<file path="config.mk">
export PLATFORM = sky130hd
export DESIGN_NAME = wps_track
export DESIGN_NICKNAME = d
export VERILOG_FILES = /design/src/rtl/core/wps_pkg.sv /design/src/rtl/core/wps_track.sv
export VERILOG_INCLUDE_DIRS = /design/src /design/src/rtl/core
export SDC_FILE = /design/constraint.sdc
export NUM_CORES = 2
export LEC_CHECK = 0
export BUFFER_PORTS_ARGS = -buffer_cell sky130_fd_sc_hd__clkbuf_2
export CAP_MARGIN = 15
export CORE_AREA = 3 3 263 265
export DETAILED_ROUTE_END_ITERATION = 8
export DIE_AREA = 0 0 266 268
export GPL_TIMING_DRIVEN = 1
export PLACE_DENSITY = 0.77
export SYNTH_ARGS = -nofsm -noshare
export SYNTH_HDL_FRONTEND = slang
export SYNTH_SLANG_ARGS = --single-unit
export TNS_END_PERCENT = 10
</file>
<file path="constraint.sdc">
create_clock -name aclk -period 13.5 [get_ports aclk]
set_clock_uncertainty 0.05 [all_clocks]
set_input_delay 0.675 -clock aclk [delete_from_list [all_inputs] [get_ports aclk]]
set_output_delay 0.675 -clock aclk [all_outputs]
set_load 0.05 [all_outputs]
</file>
<file path="src/rtl/core/waypoint_sequencer_macros.svh">
// ----------------------------------------------------------------------------
// waypoint sequencer assertion macros
// concurrent assertion shorthands shared by the waypoint sequencer rtl
// ----------------------------------------------------------------------------
`ifndef WAYPOINT_SEQUENCER_MACROS_SVH
`define WAYPOINT_SEQUENCER_MACROS_SVH

`ifndef ASSERT_OFF
// condition must never hold outside reset
`define WPS_ASSERT_NEVER(lbl, clk, rstn, cond) \
    lbl: assert property (@(posedge clk) disable iff (!(rstn)) !(cond)) \
        else $error("assertion failed: forbidden condition seen");
// same-cycle implication outside reset
`define WPS_ASSERT_IMPL(lbl, clk, rstn, ante, cons) \
    lbl: assert property (@(posedge clk) disable iff (!(rstn)) (ante) |-> (cons)) \
        else $error("assertion failed: implication violated");
`else
`define WPS_ASSERT_NEVER(lbl, clk, rstn, cond)
`define WPS_ASSERT_IMPL(lbl, clk, rstn, ante, cons)
`endif

`endif

</file>
<file path="src/rtl/core/wps_pkg.sv">
// ----------------------------------------------------------------------------
// wps_pkg
// shared types, widths and codes of the waypoint sequencer
// ----------------------------------------------------------------------------
package wps_pkg;

    // table size
    localparam int MAX_WAYPOINTS = 64;
    localparam int IDX_W         = $clog2(MAX_WAYPOINTS);
    localparam int CNT_W         = $clog2(MAX_WAYPOINTS + 1);

    // field widths
    localparam int ENTRY_W  = 6;
    localparam int NUM_W    = 7;
    localparam int COORD_W  = 24;
    localparam int TIME_W   = 32;
    localparam int RAD_W    = 23;
    localparam int SPEED_W  = 16;
    localparam int SQ_W     = 2 * COORD_W;
    localparam int DIST_W   = SQ_W + 1;
    localparam int R2_W     = 2 * RAD_W;

    // stream and register port widths
    localparam int IN_TDATA_W  = 112;
    localparam int IN_TUSER_W  = 1;
    localparam int OUT_TDATA_W = 96;
    localparam int OUT_TUSER_W = 2;
    localparam int APB_ADDR_W  = 5;
    localparam int APB_DATA_W  = 32;
    localparam int REG_SEL_W   = 3;

    // request kinds
    localparam logic REQ_LOAD = 1'b0;
    localparam logic REQ_POSE = 1'b1;

    // register indexes
    localparam logic [REG_SEL_W-1:0] REG_NUM_WAYPOINTS  = 3'd0;
    localparam logic [REG_SEL_W-1:0] REG_XY_RADIUS      = 3'd1;
    localparam logic [REG_SEL_W-1:0] REG_Z_BOUND        = 3'd2;
    localparam logic [REG_SEL_W-1:0] REG_WAIT_TIME      = 3'd3;
    localparam logic [REG_SEL_W-1:0] REG_PUBLISH_PERIOD = 3'd4;
    localparam logic [REG_SEL_W-1:0] REG_SPEED          = 3'd5;
    localparam logic [REG_SEL_W-1:0] REG_SEND_SPEED     = 3'd6;
    localparam logic [REG_SEL_W-1:0] REG_SEND_BOUNDARY  = 3'd7;

    typedef struct packed {
        logic signed [COORD_W-1:0] z;
        logic signed [COORD_W-1:0] y;
        logic signed [COORD_W-1:0] x;
    } wp_t;

    localparam int WP_W = $bits(wp_t);

    typedef struct packed {
        logic               req_type;
        logic [ENTRY_W-1:0] entry_index;
        wp_t                pos;
        logic [TIME_W-1:0]  timestamp;
    } item_t;

    typedef struct packed {
        logic [NUM_W-1:0]   num_waypoints;
        logic [RAD_W-1:0]   xy_radius;
        logic [RAD_W-1:0]   z_bound;
        logic [TIME_W-1:0]  wait_time;
        logic [TIME_W-1:0]  publish_period;
        logic [SPEED_W-1:0] speed;
        logic               send_speed;
        logic               send_boundary;
    } cfg_t;

    // squared horizontal distances and vertical check against one waypoint
    typedef struct packed {
        logic [SQ_W-1:0] sq_x;
        logic [SQ_W-1:0] sq_y;
        logic            z_ok;
    } range_t;

    // what the commit stage retires at the current edge
    typedef struct packed {
        logic             load_we;
        logic [IDX_W-1:0] load_idx;
        wp_t              load_wp;
        logic             advance;
    } commit_t;

    typedef struct packed {
        logic                      target_valid;
        logic [ENTRY_W-1:0]        target_index;
        logic signed [COORD_W-1:0] target_x;
        logic signed [COORD_W-1:0] target_y;
        logic signed [COORD_W-1:0] target_z;
        logic                      is_waiting;
        logic                      speed_valid;
        logic [SPEED_W-1:0]        speed_value;
        logic                      boundary_refresh;
    } result_t;

endpackage

</file>
<file path="src/rtl/core/wps_track.sv">
// ----------------------------------------------------------------------------
// wps_track
// commit stage: arrival, dwell, advance and refresh decisions
// ----------------------------------------------------------------------------
`include "waypoint_sequencer_macros.svh"

module wps_track (
    input  logic                      aclk,
    input  logic                      aresetn,
    input  wps_pkg::cfg_t             cfg,
    input  logic                      b_valid,
    input  wps_pkg::item_t            b_item,
    input  wps_pkg::range_t           b_range,
    input  wps_pkg::wp_t              cur_wp,
    input  wps_pkg::wp_t              nxt_wp,
    input  logic                      out_free,
    output logic                      b_commit,
    output logic                      b_emit,
    output wps_pkg::commit_t          commit,
    output wps_pkg::result_t          result,
    output logic [wps_pkg::IDX_W-1:0] cur_idx
);
    import wps_pkg::*;

    logic [IDX_W-1:0]  idx_reg;
    logic [IDX_W-1:0]  idx_next;
    logic              wait_reg;
    logic              wait_next;
    logic [TIME_W-1:0] dwell_reg;
    logic [TIME_W-1:0] dwell_next;
    logic [TIME_W-1:0] last_reg;
    logic [TIME_W-1:0] last_next;
    logic [R2_W-1:0]   r2_reg;

    logic              is_pose;
    logic [CNT_W-1:0]  count;
    logic              has_wp;
    logic [DIST_W-1:0] dist_sq;
    logic              near;
    logic              arrive;
    logic              wait_mid;
    logic [TIME_W-1:0] dwell_mid;
    logic [TIME_W-1:0] elapsed;
    logic [CNT_W-1:0]  idx_inc;
    logic              advance;
    logic [TIME_W-1:0] since;
    logic              tgt_valid;
    wp_t               tgt;

    // squared radius, refreshed every cycle from the register
    always_ff @(posedge aclk) begin
        r2_reg <= R2_W'(cfg.xy_radius) * R2_W'(cfg.xy_radius);
    end

    always_comb begin
        is_pose   = b_item.req_type == REQ_POSE;
        count     = (CNT_W'(cfg.num_waypoints) > CNT_W'(MAX_WAYPOINTS))
                    ? CNT_W'(MAX_WAYPOINTS) : CNT_W'(cfg.num_waypoints);
        has_wp    = count != '0;
        dist_sq   = DIST_W'(b_range.sq_x) + DIST_W'(b_range.sq_y);
        near      = (dist_sq < DIST_W'(r2_reg)) && b_range.z_ok;
        // arrival
        arrive    = has_wp && !wait_reg && near;
        wait_mid  = wait_reg || arrive;
        dwell_mid = arrive ? b_item.timestamp : dwell_reg;
        // advance
        elapsed   = b_item.timestamp - dwell_mid;
        idx_inc   = CNT_W'(idx_reg) + CNT_W'(1);
        advance   = has_wp && wait_mid && (elapsed > cfg.wait_time) && (idx_inc < count);
        // refresh
        since     = b_item.timestamp - last_reg;
        b_emit    = b_valid && is_pose && (since > cfg.publish_period);
        b_commit  = b_valid && (!b_emit || out_free);
    end

    always_comb begin
        idx_next   = idx_reg;
        wait_next  = wait_reg;
        dwell_next = dwell_reg;
        last_next  = last_reg;
        if (b_commit && is_pose) begin
            idx_next   = advance ? IDX_W'(idx_inc) : idx_reg;
            wait_next  = wait_mid && !advance;
            dwell_next = dwell_mid;
            if (b_emit) begin
                last_next = b_item.timestamp;
            end
        end
    end

    always_ff @(posedge aclk) begin
        if (!aresetn) begin
            idx_reg   <= '0;
            wait_reg  <= 1'b0;
            dwell_reg <= '0;
            last_reg  <= '0;
        end else begin
            idx_reg   <= idx_next;
            wait_reg  <= wait_next;
            dwell_reg <= dwell_next;
            last_reg  <= last_next;
        end
    end

    always_comb begin
        commit.load_we  = b_commit && !is_pose;
        commit.load_idx = IDX_W'(b_item.entry_index);
        commit.load_wp  = b_item.pos;
        commit.advance  = b_commit && is_pose && advance;
    end

    // target after this item's steps
    always_comb begin
        tgt                     = advance ? nxt_wp : cur_wp;
        tgt_valid               = has_wp && !(wait_mid && !advance);
        result.target_valid     = tgt_valid;
        result.target_index     = tgt_valid ? ENTRY_W'(idx_next) : '0;
        result.target_x         = tgt_valid ? tgt.x : '0;
        result.target_y         = tgt_valid ? tgt.y : '0;
        result.target_z         = tgt_valid ? tgt.z : '0;
        result.is_waiting       = wait_mid && !advance;
        result.speed_valid      = cfg.send_speed;
        result.speed_value      = cfg.send_speed ? cfg.speed : '0;
        result.boundary_refresh = cfg.send_boundary;
    end

    assign cur_idx = idx_reg;

    `WPS_ASSERT_IMPL(a_idx_step, aclk, aresetn, $past(aresetn) && (idx_reg != $past(idx_reg)), idx_reg == $past(idx_reg) + IDX_W'(1))
    `WPS_ASSERT_IMPL(a_idx_leaves_wait, aclk, aresetn, $past(aresetn) && (idx_reg != $past(idx_reg)), $past(wait_reg) && !wait_reg)
    `WPS_ASSERT_IMPL(a_dwell_start, aclk, aresetn, $past(aresetn) && $rose(wait_reg), dwell_reg == $past(b_item.timestamp))

endmodule
</file>
==> results.md <==
- DRT Pass-1 Iters: 6
- Post-Layout Cell Count: 4,869
- Area leader, netlist: fa_1
- Crit. path cell count: 49
- Clock Latency Late Sink: between 0.4 and 0.5 ns
- Detailed router's first-iteration violation count: 1,715
- Fin nets: 5,254
- CP max-delay cell: or4b_2
- Clock share of power: 4.8%
- Final min period: 12.80 ns
- Leakage power figure: 18.17 nW
- Critical path required time: 12.77 ns
- PwrDens: 278.6 nW/um^2
- Max incr delay on CP: 0.62 ns
- Top Family by Delay on Critical Path: compound AO/OA/AOI/OAI gates
- Residual DRC: 0
- Fmax achieved: 78.12 MHz
- Maximum clock path buffer count: 2
- Most frequent cell after synthesis: inv_1
- DP HPWL: 82,880 um
- Reg-to-Reg Start: r2_reg[6]$_DFF_P_
- Wire per inst: 20.14 um
- Reg2reg path depth: 38
- Rows: 95
- DIE HEIGHT: 268 um
- CP arrival: 12.08 ns
- Peak supply drop: 0.4628 mV
- Worst slew margin: 31.88%
- Count of different cell masters after synthesis: 82
- Final worst-path cycle share: 94.83%
- Die Span X: roughly 270 um
- Global-route wire length before repair: 147,600 um
- Initial antenna violation count: 15
- Final antenna-violating net count: 0
- Final design utilization: 50.85%
- Largest register FFs: 45
- Startpoint types: input pin
- Mapped Area: 29,640 sq um
- Area delta synth->final: 15.00%
- Mean area per synthesized cell: 8.139 sq um
- Syn Nets: approximately 4,900
- Post-synth EDFFs: 0
- Run status: completed
- Final Hold Vio Count: 0
- I/O Buffers: ~500
- Clock sink count: roughly 120
- Total track usage: 26.95%
- Inserted Clock Buffers: 17
- Worst path most repeated cell: a21oi_1
- Die ar.: a little over 70,000 sq um
- Vias in the first global route: approximately 27,000
- Commonest cells in the netlist: inv_1, ha_1, fa_1
- Routed vias/inst: 5.417
- GP Congestion: 0.9692
- Power, Total: 9.498 mW
- CTS H-tree depth: 4
- Number of I/O pins: 677
- CTS tree: done
- Dpl cells: about 4,800
- Aggregate routed wire length: roughly 100,000 um
- Combinational fraction of design power: 89.2%
- Int Pwr: ~4.5 mW
- CTS clock-pin slew for the worst setup and hold paths: 0.06 ns
- Worst slew pin tran: a little over 1 ns
- Commonest register cell after synthesis: dfxtp_1
- Pin count of the biggest net entering global routing: 75
- Yosys reg bits: 116
- Grt ovf: 0
- # setup viols final: 0
- Min-Delay Path Class: reg -> reg
- Worst Setup SP: b_range[3]
- Async SR Flop Fraction: 0%
- Slew Limit Fails: 0
- Crit path buf inv count: 5
- Crit Path Max Fanout: 26
- # hold bufs at CTS: 0
- Sw frac: 52.40%
- Synth Instances: 3,642
- Synth top area cells: fa_1, ha_1, inv_1
- Net Sw Power: 4.977 mW
- Core box area: 67,040 sq um
- Post-synth top area share: 26.34%
- Synth Warn #: 0
- Hold Path Stages: 2
- Max_cap viols: 0
- Min-Delay Startpoint: last_reg[14]$_SDFFE_PN0P_
- Root Driver: clkbuf_16
- Initial core utilization: between 40% and 50%
- Crit Path Class: in -> out
- Vias: 26,370
- Proportion of layout cells with a drive suffix above 1: 15.20%
- Part of the Yosys area used for sequential elements: 7.835%
- CP Capture Type: output pin
- Reg power frac: under 10%
-- placed cells by master, fill, tap and decap left out, types with 8 or more instances in the layout --
| cell | Yosys | routed |
|---|---|---|
| ha_1 | 399 | 399 |
| a21o_1 | 81 | 81 |
| buf_4 | 81 | 22 |
| or2_2 | 11 | 11 |
| mux2i_1 | 34 | 33 |
| a21boi_0 | 41 | 40 |
| a31oi_1 | 14 | 13 |
| o21bai_1 | 20 | 20 |
| inv_1 | 707 | 707 |
| o21a_1 | 41 | 41 |
| nand2b_1 | 30 | 29 |
| o31a_1 | 8 | 8 |
| nand4_1 | 36 | 36 |
| and2_1 | 136 | 136 |
| nor2b_1 | 51 | 51 |
| diode_2 | 0 | 9 |
| buf_12 | 0 | 69 |
| xnor2_1 | 97 | 97 |
| nand2_1 | 347 | 346 |
| a21oi_1 | 238 | 233 |
| clkbuf_16 | 0 | 17 |
| nand3_1 | 139 | 139 |
| o21ai_0 | 90 | 88 |
| clkbuf_2 | 0 | 426 |
| nor3_1 | 39 | 37 |
| fa_1 | 390 | 390 |
| o211a_1 | 34 | 34 |
| xor2_1 | 51 | 49 |
| dfxtp_1 | 116 | 116 |
| and3_1 | 22 | 22 |
| a211oi_1 | 18 | 16 |
| nor2_1 | 138 | 137 |
-- timing repair --
item | CTS | global route
endpoints found under the hold margin | 0 | 0
buffers inserted | 0 | 0
gates resized for setup | 2 | 28
setup endpoints to repair | 58 | 81
pin swaps | 0 | 2
-- power groups by stage --
stage	Clock [mW]	Sequential (mW)	Combinational, mW
after floorplan	0	0.577	6.48
after global placement	0	0.579	8.12
after detailed placement	0	0.582	8.33
after CTS	0.464	0.574	8.41
after global routing	0.477	0.581	9.59
final	0.455	0.574	8.47
-- kinds of logic after synthesis --
logic type	after synthesis	synth area share, %
mux	35	1.186
flops	116	7.835
xor+xnor	148	4.373
compound gates	660	14.72
simple gates	981	16.09
buf+inv	913	12.62
fa+ha+maj	789	43.18
-- path summary, 6_finish.rpt --
check,slack [ns],end
worst max register to register,4.30,cur_idx[1]$_SDFF_PN0_
worst min register to register,0.42,last_reg[14]$_SDFFE_PN0P_
worst min-delay path,0.42,last_reg[14]$_SDFFE_PN0P_
worst max-delay path,0.70,result[77]
-- metrics by stage --
stage	TNS, ns	worst slack [ns]	hold WS (ns)	instance area (sq um)
3_3_place_gp	0	0.1113	0.4012	33380
5_1_grt	-0.1859	-0.03757	0.4339	34080
2_1_floorplan	0	1.169	0.3935	29640
6_report	0	0.6985	0.4154	34090
3_5_place_dp	-2.582	-0.1780	0.4080	33380
4_1_cts	0	0.03493	0.4163	33960
-- layout make-up --
class / instances / area (sq um)
antenna: 9 / 22.52
clock buffer: 17 / 425.4
clock inverter: 15 / 147.6
fill: 6242 / 32950
inverter: 707 / 2654
multi-input combinational: 2613 / 23730
sequential: 116 / 2322
tap: 873 / 1092
timing repair buffer: 519 / 3697
-- routing by layer --
layer  vias to the layer above  share of wire, %  GRT usage, %
met5                         -              0.24         1.912
met4                        18               4.9         12.39
met3                       240               9.9         9.247
met2                      1120                45         44.32
met1                     12600                40         31.77
li1                      12390                 -             -
-- worst reg2reg max path: cells and delay by family, from the launching register on --
kind,cells,cell delay (ns)
buffers and inverters,2,0.09
flip-flops,1,0.31
multiplexers,1,0.29
AO/OA/AOI/OAI,21,4.77
adder cells (fa/ha/maj),4,1.05
AND/OR/NAND/NOR,10,2.52
Note: power is estimated with default switching activity, not from simulation.
