===== src/rtl/core/waypoint_sequencer_macros.svh =====
// ----------------------------------------------------------------------------
// waypoint sequencer assertion macros
// concurrent assertion shorthands shared by the waypoint sequencer rtl
// ----------------------------------------------------------------------------
`ifndef WAYPOINT_SEQUENCER_MACROS_SVH
`define WAYPOINT_SEQUENCER_MACROS_SVH

`ifndef ASSERT_OFF
// condition must never hold outside reset
`define WPS_ASSERT_NEVER(lbl, clk, rstn, cond) \
    lbl: assert property (@(posedge clk) disable iff (!(rstn)) !(cond)) \
        else $error("assertion failed: forbidden condition seen");
// same-cycle implication outside reset
`define WPS_ASSERT_IMPL(lbl, clk, rstn, ante, cons) \
    lbl: assert property (@(posedge clk) disable iff (!(rstn)) (ante) |-> (cons)) \
        else $error("assertion failed: implication violated");
`else
`define WPS_ASSERT_NEVER(lbl, clk, rstn, cond)
`define WPS_ASSERT_IMPL(lbl, clk, rstn, ante, cons)
`endif

`endif


===== src/rtl/core/wps_pkg.sv =====
// ----------------------------------------------------------------------------
// wps_pkg
// shared types, widths and codes of the waypoint sequencer
// ----------------------------------------------------------------------------
package wps_pkg;

    // table size
    localparam int MAX_WAYPOINTS = 64;
    localparam int IDX_W         = $clog2(MAX_WAYPOINTS);
    localparam int CNT_W         = $clog2(MAX_WAYPOINTS + 1);

    // field widths
    localparam int ENTRY_W  = 6;
    localparam int NUM_W    = 7;
    localparam int COORD_W  = 24;
    localparam int TIME_W   = 32;
    localparam int RAD_W    = 23;
    localparam int SPEED_W  = 16;
    localparam int SQ_W     = 2 * COORD_W;
    localparam int DIST_W   = SQ_W + 1;
    localparam int R2_W     = 2 * RAD_W;

    // stream and register port widths
    localparam int IN_TDATA_W  = 112;
    localparam int IN_TUSER_W  = 1;
    localparam int OUT_TDATA_W = 96;
    localparam int OUT_TUSER_W = 2;
    localparam int APB_ADDR_W  = 5;
    localparam int APB_DATA_W  = 32;
    localparam int REG_SEL_W   = 3;

    // request kinds
    localparam logic REQ_LOAD = 1'b0;
    localparam logic REQ_POSE = 1'b1;

    // register indexes
    localparam logic [REG_SEL_W-1:0] REG_NUM_WAYPOINTS  = 3'd0;
    localparam logic [REG_SEL_W-1:0] REG_XY_RADIUS      = 3'd1;
    localparam logic [REG_SEL_W-1:0] REG_Z_BOUND        = 3'd2;
    localparam logic [REG_SEL_W-1:0] REG_WAIT_TIME      = 3'd3;
    localparam logic [REG_SEL_W-1:0] REG_PUBLISH_PERIOD = 3'd4;
    localparam logic [REG_SEL_W-1:0] REG_SPEED          = 3'd5;
    localparam logic [REG_SEL_W-1:0] REG_SEND_SPEED     = 3'd6;
    localparam logic [REG_SEL_W-1:0] REG_SEND_BOUNDARY  = 3'd7;

    typedef struct packed {
        logic signed [COORD_W-1:0] z;
        logic signed [COORD_W-1:0] y;
        logic signed [COORD_W-1:0] x;
    } wp_t;

    localparam int WP_W = $bits(wp_t);

    typedef struct packed {
        logic               req_type;
        logic [ENTRY_W-1:0] entry_index;
        wp_t                pos;
        logic [TIME_W-1:0]  timestamp;
    } item_t;

    typedef struct packed {
        logic [NUM_W-1:0]   num_waypoints;
        logic [RAD_W-1:0]   xy_radius;
        logic [RAD_W-1:0]   z_bound;
        logic [TIME_W-1:0]  wait_time;
        logic [TIME_W-1:0]  publish_period;
        logic [SPEED_W-1:0] speed;
        logic               send_speed;
        logic               send_boundary;
    } cfg_t;

    // squared horizontal distances and vertical check against one waypoint
    typedef struct packed {
        logic [SQ_W-1:0] sq_x;
        logic [SQ_W-1:0] sq_y;
        logic            z_ok;
    } range_t;

    // what the commit stage retires at the current edge
    typedef struct packed {
        logic             load_we;
        logic [IDX_W-1:0] load_idx;
        wp_t              load_wp;
        logic             advance;
    } commit_t;

    typedef struct packed {
        logic                      target_valid;
        logic [ENTRY_W-1:0]        target_index;
        logic signed [COORD_W-1:0] target_x;
        logic signed [COORD_W-1:0] target_y;
        logic signed [COORD_W-1:0] target_z;
        logic                      is_waiting;
        logic                      speed_valid;
        logic [SPEED_W-1:0]        speed_value;
        logic                      boundary_refresh;
    } result_t;

endpackage


===== src/rtl/core/wps_ram.sv =====
// ----------------------------------------------------------------------------
// wps_ram
// generic single-write, single-read ram with registered read data
// ----------------------------------------------------------------------------
module wps_ram #(
    parameter int WIDTH = 8,
    parameter int DEPTH = 16
) (
    input  logic                     aclk,
    input  logic                     wr_en,
    input  logic [$clog2(DEPTH)-1:0] wr_addr,
    input  logic [WIDTH-1:0]         wr_data,
    input  logic [$clog2(DEPTH)-1:0] rd_addr,
    output logic [WIDTH-1:0]         rd_data
);

    logic [WIDTH-1:0] mem_reg [DEPTH];
    logic [WIDTH-1:0] rd_data_reg;

    always_ff @(posedge aclk) begin
        if (wr_en) begin
            mem_reg[wr_addr] <= wr_data;
        end
        rd_data_reg <= mem_reg[rd_addr];
    end

    assign rd_data = rd_data_reg;

endmodule


===== src/rtl/core/wps_wp_cache.sv =====
// ----------------------------------------------------------------------------
// wps_wp_cache
// waypoint table ram with cached current and next entries
// ----------------------------------------------------------------------------
`include "waypoint_sequencer_macros.svh"

module wps_wp_cache (
    input  logic                     aclk,
    input  logic                     aresetn,
    input  wps_pkg::commit_t         commit,
    input  logic [wps_pkg::IDX_W-1:0] cur_idx,
    output wps_pkg::wp_t             cur_wp,
    output wps_pkg::wp_t             nxt_wp,
    output wps_pkg::wp_t             cur_fwd,
    output wps_pkg::wp_t             nxt_fwd
);
    import wps_pkg::*;

    wp_t              cur_reg;
    wp_t              cur_next;
    wp_t              nxt_reg;
    wp_t              nxt_next;
    logic             fill_pend_reg;
    logic             fill_pend_next;
    logic [IDX_W-1:0] nxt_idx;
    logic [IDX_W-1:0] rd_addr;
    logic [WP_W-1:0]  rd_data;
    logic             hit_cur;
    logic             hit_nxt;

    // prefetch two ahead so the ram read already holds the new next entry when an advance commits
    assign nxt_idx = IDX_W'(cur_idx + IDX_W'(1));
    assign rd_addr = IDX_W'(cur_idx + IDX_W'(2));

    wps_ram #(
        .WIDTH (WP_W),
        .DEPTH (MAX_WAYPOINTS)
    ) u_table (
        .aclk    (aclk),
        .wr_en   (commit.load_we),
        .wr_addr (commit.load_idx),
        .wr_data (commit.load_wp),
        .rd_addr (rd_addr),
        .rd_data (rd_data)
    );

    assign hit_cur = commit.load_we && (commit.load_idx == cur_idx);
    assign hit_nxt = commit.load_we && (commit.load_idx == nxt_idx);

    always_comb begin
        cur_next       = cur_reg;
        nxt_next       = nxt_reg;
        fill_pend_next = commit.advance;
        if (hit_cur) begin
            cur_next = commit.load_wp;
        end else if (commit.advance) begin
            cur_next = nxt_reg;
        end
        // a load landing on the new next entry wins over the refill
        if (hit_nxt) begin
            nxt_next = commit.load_wp;
        end else if (fill_pend_reg) begin
            nxt_next = wp_t'(rd_data);
        end
    end

    always_ff @(posedge aclk) begin
        if (!aresetn) begin
            fill_pend_reg <= 1'b0;
        end else begin
            fill_pend_reg <= fill_pend_next;
        end
    end

    always_ff @(posedge aclk) begin
        cur_reg <= cur_next;
        nxt_reg <= nxt_next;
    end

    assign cur_wp  = cur_reg;
    assign nxt_wp  = nxt_reg;
    assign cur_fwd = hit_cur ? commit.load_wp : cur_reg;
    assign nxt_fwd = hit_nxt ? commit.load_wp : nxt_reg;

    // advances are at least two items apart, so a refill never overlaps one
    `WPS_ASSERT_NEVER(a_fill_overlap, aclk, aresetn, fill_pend_reg && commit.advance)

endmodule


===== config.mk =====
export PLATFORM = sky130hd
export DESIGN_NAME = wps_wp_cache
export DESIGN_NICKNAME = d
export VERILOG_FILES = /design/src/rtl/core/wps_pkg.sv /design/src/rtl/core/wps_ram.sv /design/src/rtl/core/wps_wp_cache.sv
export VERILOG_INCLUDE_DIRS = /design/src /design/src/rtl/core
export SDC_FILE = /design/constraint.sdc
export NUM_CORES = 2
export LEC_CHECK = 0
export BUFFER_PORTS_ARGS = -buffer_cell sky130_fd_sc_hd__buf_4
export CAP_MARGIN = 10
export CORE_UTILIZATION = 30
export CTS_CLUSTER_SIZE = 10
export DETAILED_ROUTE_END_ITERATION = 12
export MAX_ROUTING_LAYER = met4
export PLACE_DENSITY = 0.53
export SLEW_MARGIN = 20
export SYNTH_ARGS = -nofsm -noshare
export SYNTH_HDL_FRONTEND = slang
export SYNTH_MEMORY_MAX_BITS = 65536
export SYNTH_SLANG_ARGS = --single-unit

===== constraint.sdc =====
create_clock -name aclk -period 17.45 [get_ports aclk]
set_clock_uncertainty 0.15 [all_clocks]
set_input_delay 0.8725 -clock aclk [delete_from_list [all_inputs] [get_ports aclk]]
set_output_delay 0.8725 -clock aclk [all_outputs]
set_load 0.02 [all_outputs]

==> qor.log <==
[status] status finished clean
[synth] cell types with the largest area share after synthesis sky130_fd_sc_hd__edfxtp_1 77%, sky130_fd_sc_hd__mux4_2 10%, sky130_fd_sc_hd__mux2i_1 4.1%
[critical_path] Crit path arrival time 6.51 ns
[sta] unrepaired setup endpoints after global routing false
[global_routing] first-pass GRT wire length 820.4 mm
[clock_tree] cts bufs inserted 559
[clock_tree] CTS root buffer sky130_fd_sc_hd__clkbuf_16
[critical_path] Levels on crit path 10
[global_routing] global-route usage over all layers 0.1928
[sta] final setup margin 11.71 ns
[place] global placer's final weighted congestion 0.7977
[hold_path] class of the worst hold path input pin to register
[die] Die Y-Extent 789.1 µm
[critical_path] critical path required time 18.23 ns
[clock_tree] clock tree from TritonCTS yes
[sta] transition time at the pin with the least slew margin 1.232 ns
[synth] share of synthesized flip-flops with an asynchronous set or reset 0
[drt] number of iterations in the first detailed-routing pass 6
[critical_path] total buffers and inverters traversed by the critical path 6
[critical_path] cell seen most often among critical-path stages sky130_fd_sc_hd__buf_4
[drt] remaining routing DRC violations 0
[global_routing] vias in the first global route 99340
[die] area of the core 616200 µm²
[clock_tree] Num Clock Sinks 4825
[synth] synthesis warning total 0
[synth] portion of synthesized cell area occupied by the leading cell type 0.7679
[place] number of buffers added on ports 375
[final_layout] fraction of final layout cells sized beyond drive strength 1 0.2378
[sta] slew margin rel. 0.1788
[synth] gate count of the mapped netlist 9180
[power_and_ir_drop] Pwr per Cell Area 117.8 nW/µm²
[critical_path] Reg2Reg Capture Point u_table.rd_data[41]
[die] initial cell density of the core 0.3016
[place] worst slack, placed 10.53 ns
[critical_path] endpoint of the worst setup timing path u_table.rd_data[25]
[sta] final hold viol count 0
[synth] average instance area after synthesis 20.24 µm²
[die] number of placement rows 288
[drt] vias post-DR 98570
[power_and_ir_drop] Worst VDD drop 0.1145 mV
[drt] total wire length after detailed routing 602.7 mm
[global_routing] leftover overflow at the end of global routing 0
[critical_path] Worst setup SP type input pin
[critical_path] Critical Path, Cell by Cell buf_16, buf_4, buf_4, buf_4, buf_4, buf_4, mux4_2, mux2_2, a221oi_1, nor3_1
[die] die boundary width 789.1 µm
[clock_tree] clock latency on the worst-skew pair 1.08 ns
[critical_path] Critical R2R Launch u_table.mem_reg[45][41]
[sta] Pins Over Slew Limit 0
[sta] setup tns final 0 ns
[die] I/O pin count 376
[global_routing] layer carrying the most global-route usage met2
[clock_tree] CTS H-Tree Depth 6
[global_routing] pin count of the biggest net entering global routing 119
[global_routing] antenna violations before repair 45
[synth] most instantiated flip-flop cell in the synthesis netlist sky130_fd_sc_hd__edfxtp_1
[flow_run] # Max-Cap Violations 0
[synth] Seq/Total Area, Yosys 0.7757
[sta] final hold slack 0.09476 ns
[synth] count of state elements after synthesis 4825
[drt] remaining number of nets flagged by the antenna check after routing 0
[synth] cell type with the largest total area after synthesis sky130_fd_sc_hd__edfxtp_1
[synth] net count after synthesis 9270
[synth] EDFF count, synth 4752
[drt] detailed-route vias per instance 5.381
[place] hpwl dp 328.1 mm
[clock_tree] post-CTS sizing 0
[critical_path] CP max-delay cell sky130_fd_sc_hd__buf_4
[drt] routed len/inst 32.90 µm
[final_layout] growth of design area from synthesis to finish 16.19%
[sta] maximum clock rate 174.3 MHz
[synth] top post-synthesis cells by count 4752 x sky130_fd_sc_hd__edfxtp_1, 976 x sky130_fd_sc_hd__nand2_1, 842 x sky130_fd_sc_hd__mux4_2
[final_layout] flip-flop count of the largest register after layout 4608
[critical_path] logic depth of the worst register-to-register path 6
[critical_path] element type at the critical path end register
[final_layout] number of nets in the finished design 9970
[final_layout] fill count 57110
[sta] final number of setup-violating endpoints 0
[clock_tree] deepest clock path buffer count 4
[sta] Final Critical Period 5.737 ns
[synth] most instantiated library cell after synthesis sky130_fd_sc_hd__edfxtp_1
[global_routing] GR Layer Usage met1 0.2547
[critical_path] crit path max fanout 52
[power_and_ir_drop] leakage dissipation 0.07012 µW
[critical_path] critical path's top delay family buffers and inverters
[drt] count of routing violations after the opening detailed-route iteration 12800
[global_routing] met2 GRT Util 0.3063
[critical_path] Register-to-Register Setup Slack 14.63 ns
[critical_path] Worst path max stage delay 0.87 ns
[synth] library cells used by synthesis 45
[die] area of the die 622600 µm²
[global_routing] routing usage on met3 0.02746
[clock_tree] clock-pin slew on the worst setup and hold paths 0.05 ns
[sta] share of the clock period used by the worst path after layout 0.3288
[synth] Synth Cell Area 185800 µm²
[critical_path] critical setup path kind input pin to register
[critical_path] beginning of the critical path cur_idx[1]
## final cells by class
cell class,count,area [µm²],share of cell area
repair buffers,672,5454,0.02526
flip-flops and latches,4825,144200,0.6676
inverters,2,20.02,0.00009271
well taps,8120,10160,0.04705
multi-input cells,3820,39950,0.1850
clock inverters,48,760.7,0.003523
diodes,26,65.06,0.0003013
clock buffers,806,15360,0.07113
## metrics by stage
stage	util	area, µm²	instances	total power [µW]
after floorplan	-	185800	9180	14140
after global placement	0.3237	199400	17430	14990
after detailed placement	0.3240	199600	17430	15020
after CTS	0.3502	215800	18290	25610
after global routing	0.3504	215900	18310	26110
final	0.3504	215900	18320	25430
## cell usage in the layout (no fill, tap or decap), types with 37 or more instances in the layout
master	Yosys	routed
sky130_fd_sc_hd__mux2i_1	753	753
sky130_fd_sc_hd__clkbuf_16	0	577
sky130_fd_sc_hd__nand2_1	976	973
sky130_fd_sc_hd__a31oi_1	71	70
sky130_fd_sc_hd__mux2_2	138	138
sky130_fd_sc_hd__dfxtp_1	73	73
sky130_fd_sc_hd__o22ai_1	159	158
sky130_fd_sc_hd__a221oi_1	84	84
sky130_fd_sc_hd__mux4_2	842	842
sky130_fd_sc_hd__nor3_1	117	114
sky130_fd_sc_hd__a211oi_1	73	73
sky130_fd_sc_hd__mux2_4	49	49
sky130_fd_sc_hd__nor2_4	0	64
sky130_fd_sc_hd__edfxtp_1	4752	4752
sky130_fd_sc_hd__clkbuf_1	245	223
sky130_fd_sc_hd__a22oi_1	213	212
sky130_fd_sc_hd__a21oi_1	117	117
sky130_fd_sc_hd__nor2_1	101	37
sky130_fd_sc_hd__buf_4	22	633
## power by group
group          switching (µW)  leakage, µW  internal, µW
clock network            4560      0.00776          6090
logic                    1170       0.0189           610
registers                93.8       0.0435         12900
total                    5820       0.0701         19600
## logic make-up after synthesis
kind of cell	count (synthesis)	share of synthesized area
buf+inv	535	0.01301
compound gates	754	0.02808
mux	1782	0.1549
simple gates	1268	0.02743
flops	4825	0.7757
xor+xnor	14	0.0007002
fa+ha+maj	2	0.0001346
## worst reg2reg max path, stage by stage (launching register included)
cell,delay (ns)
sky130_fd_sc_hd__edfxtp_1,0.36
sky130_fd_sc_hd__mux4_2,0.47
sky130_fd_sc_hd__and2_1,0.16
sky130_fd_sc_hd__a211oi_1,0.39
sky130_fd_sc_hd__a31oi_1,0.12
sky130_fd_sc_hd__a22oi_1,0.68
sky130_fd_sc_hd__nor3_1,0.30
## worst min-delay path by stage
stage                        start                 endpoint  slack, ns  cells after the start
2_1_floorplan  u_table.rd_data[71]               nxt_wp[71]       0.36                      1
3_3_place_gp   u_table.rd_data[41]               nxt_wp[41]       0.37                      1
3_5_place_dp   u_table.rd_data[41]               nxt_wp[41]       0.37                      1
4_1_cts                 commit[47]  u_table.mem_reg[46][46]       0.04                      1
5_1_grt                 commit[62]  u_table.mem_reg[63][61]       0.09                      1
6_report                commit[62]  u_table.mem_reg[63][61]       0.09                      1
## per-layer routing
metal / routed length, µm / vias up / share of wire
met4: 23000 / 0 / 0.038
li1: - / 38970 / -
met5: 0 / - / 0
met3: 47050 / 973 / 0.078
met1: 245000 / 53770 / 0.41
met2: 287700 / 4859 / 0.48
## repair_timing
item                      in CTS  in global routing
hold buffers                   5                  0
setup buffers                  0                  0
hold endpoints to repair      20                  0
No activity file was read; power rests on OpenSTA's default activity.
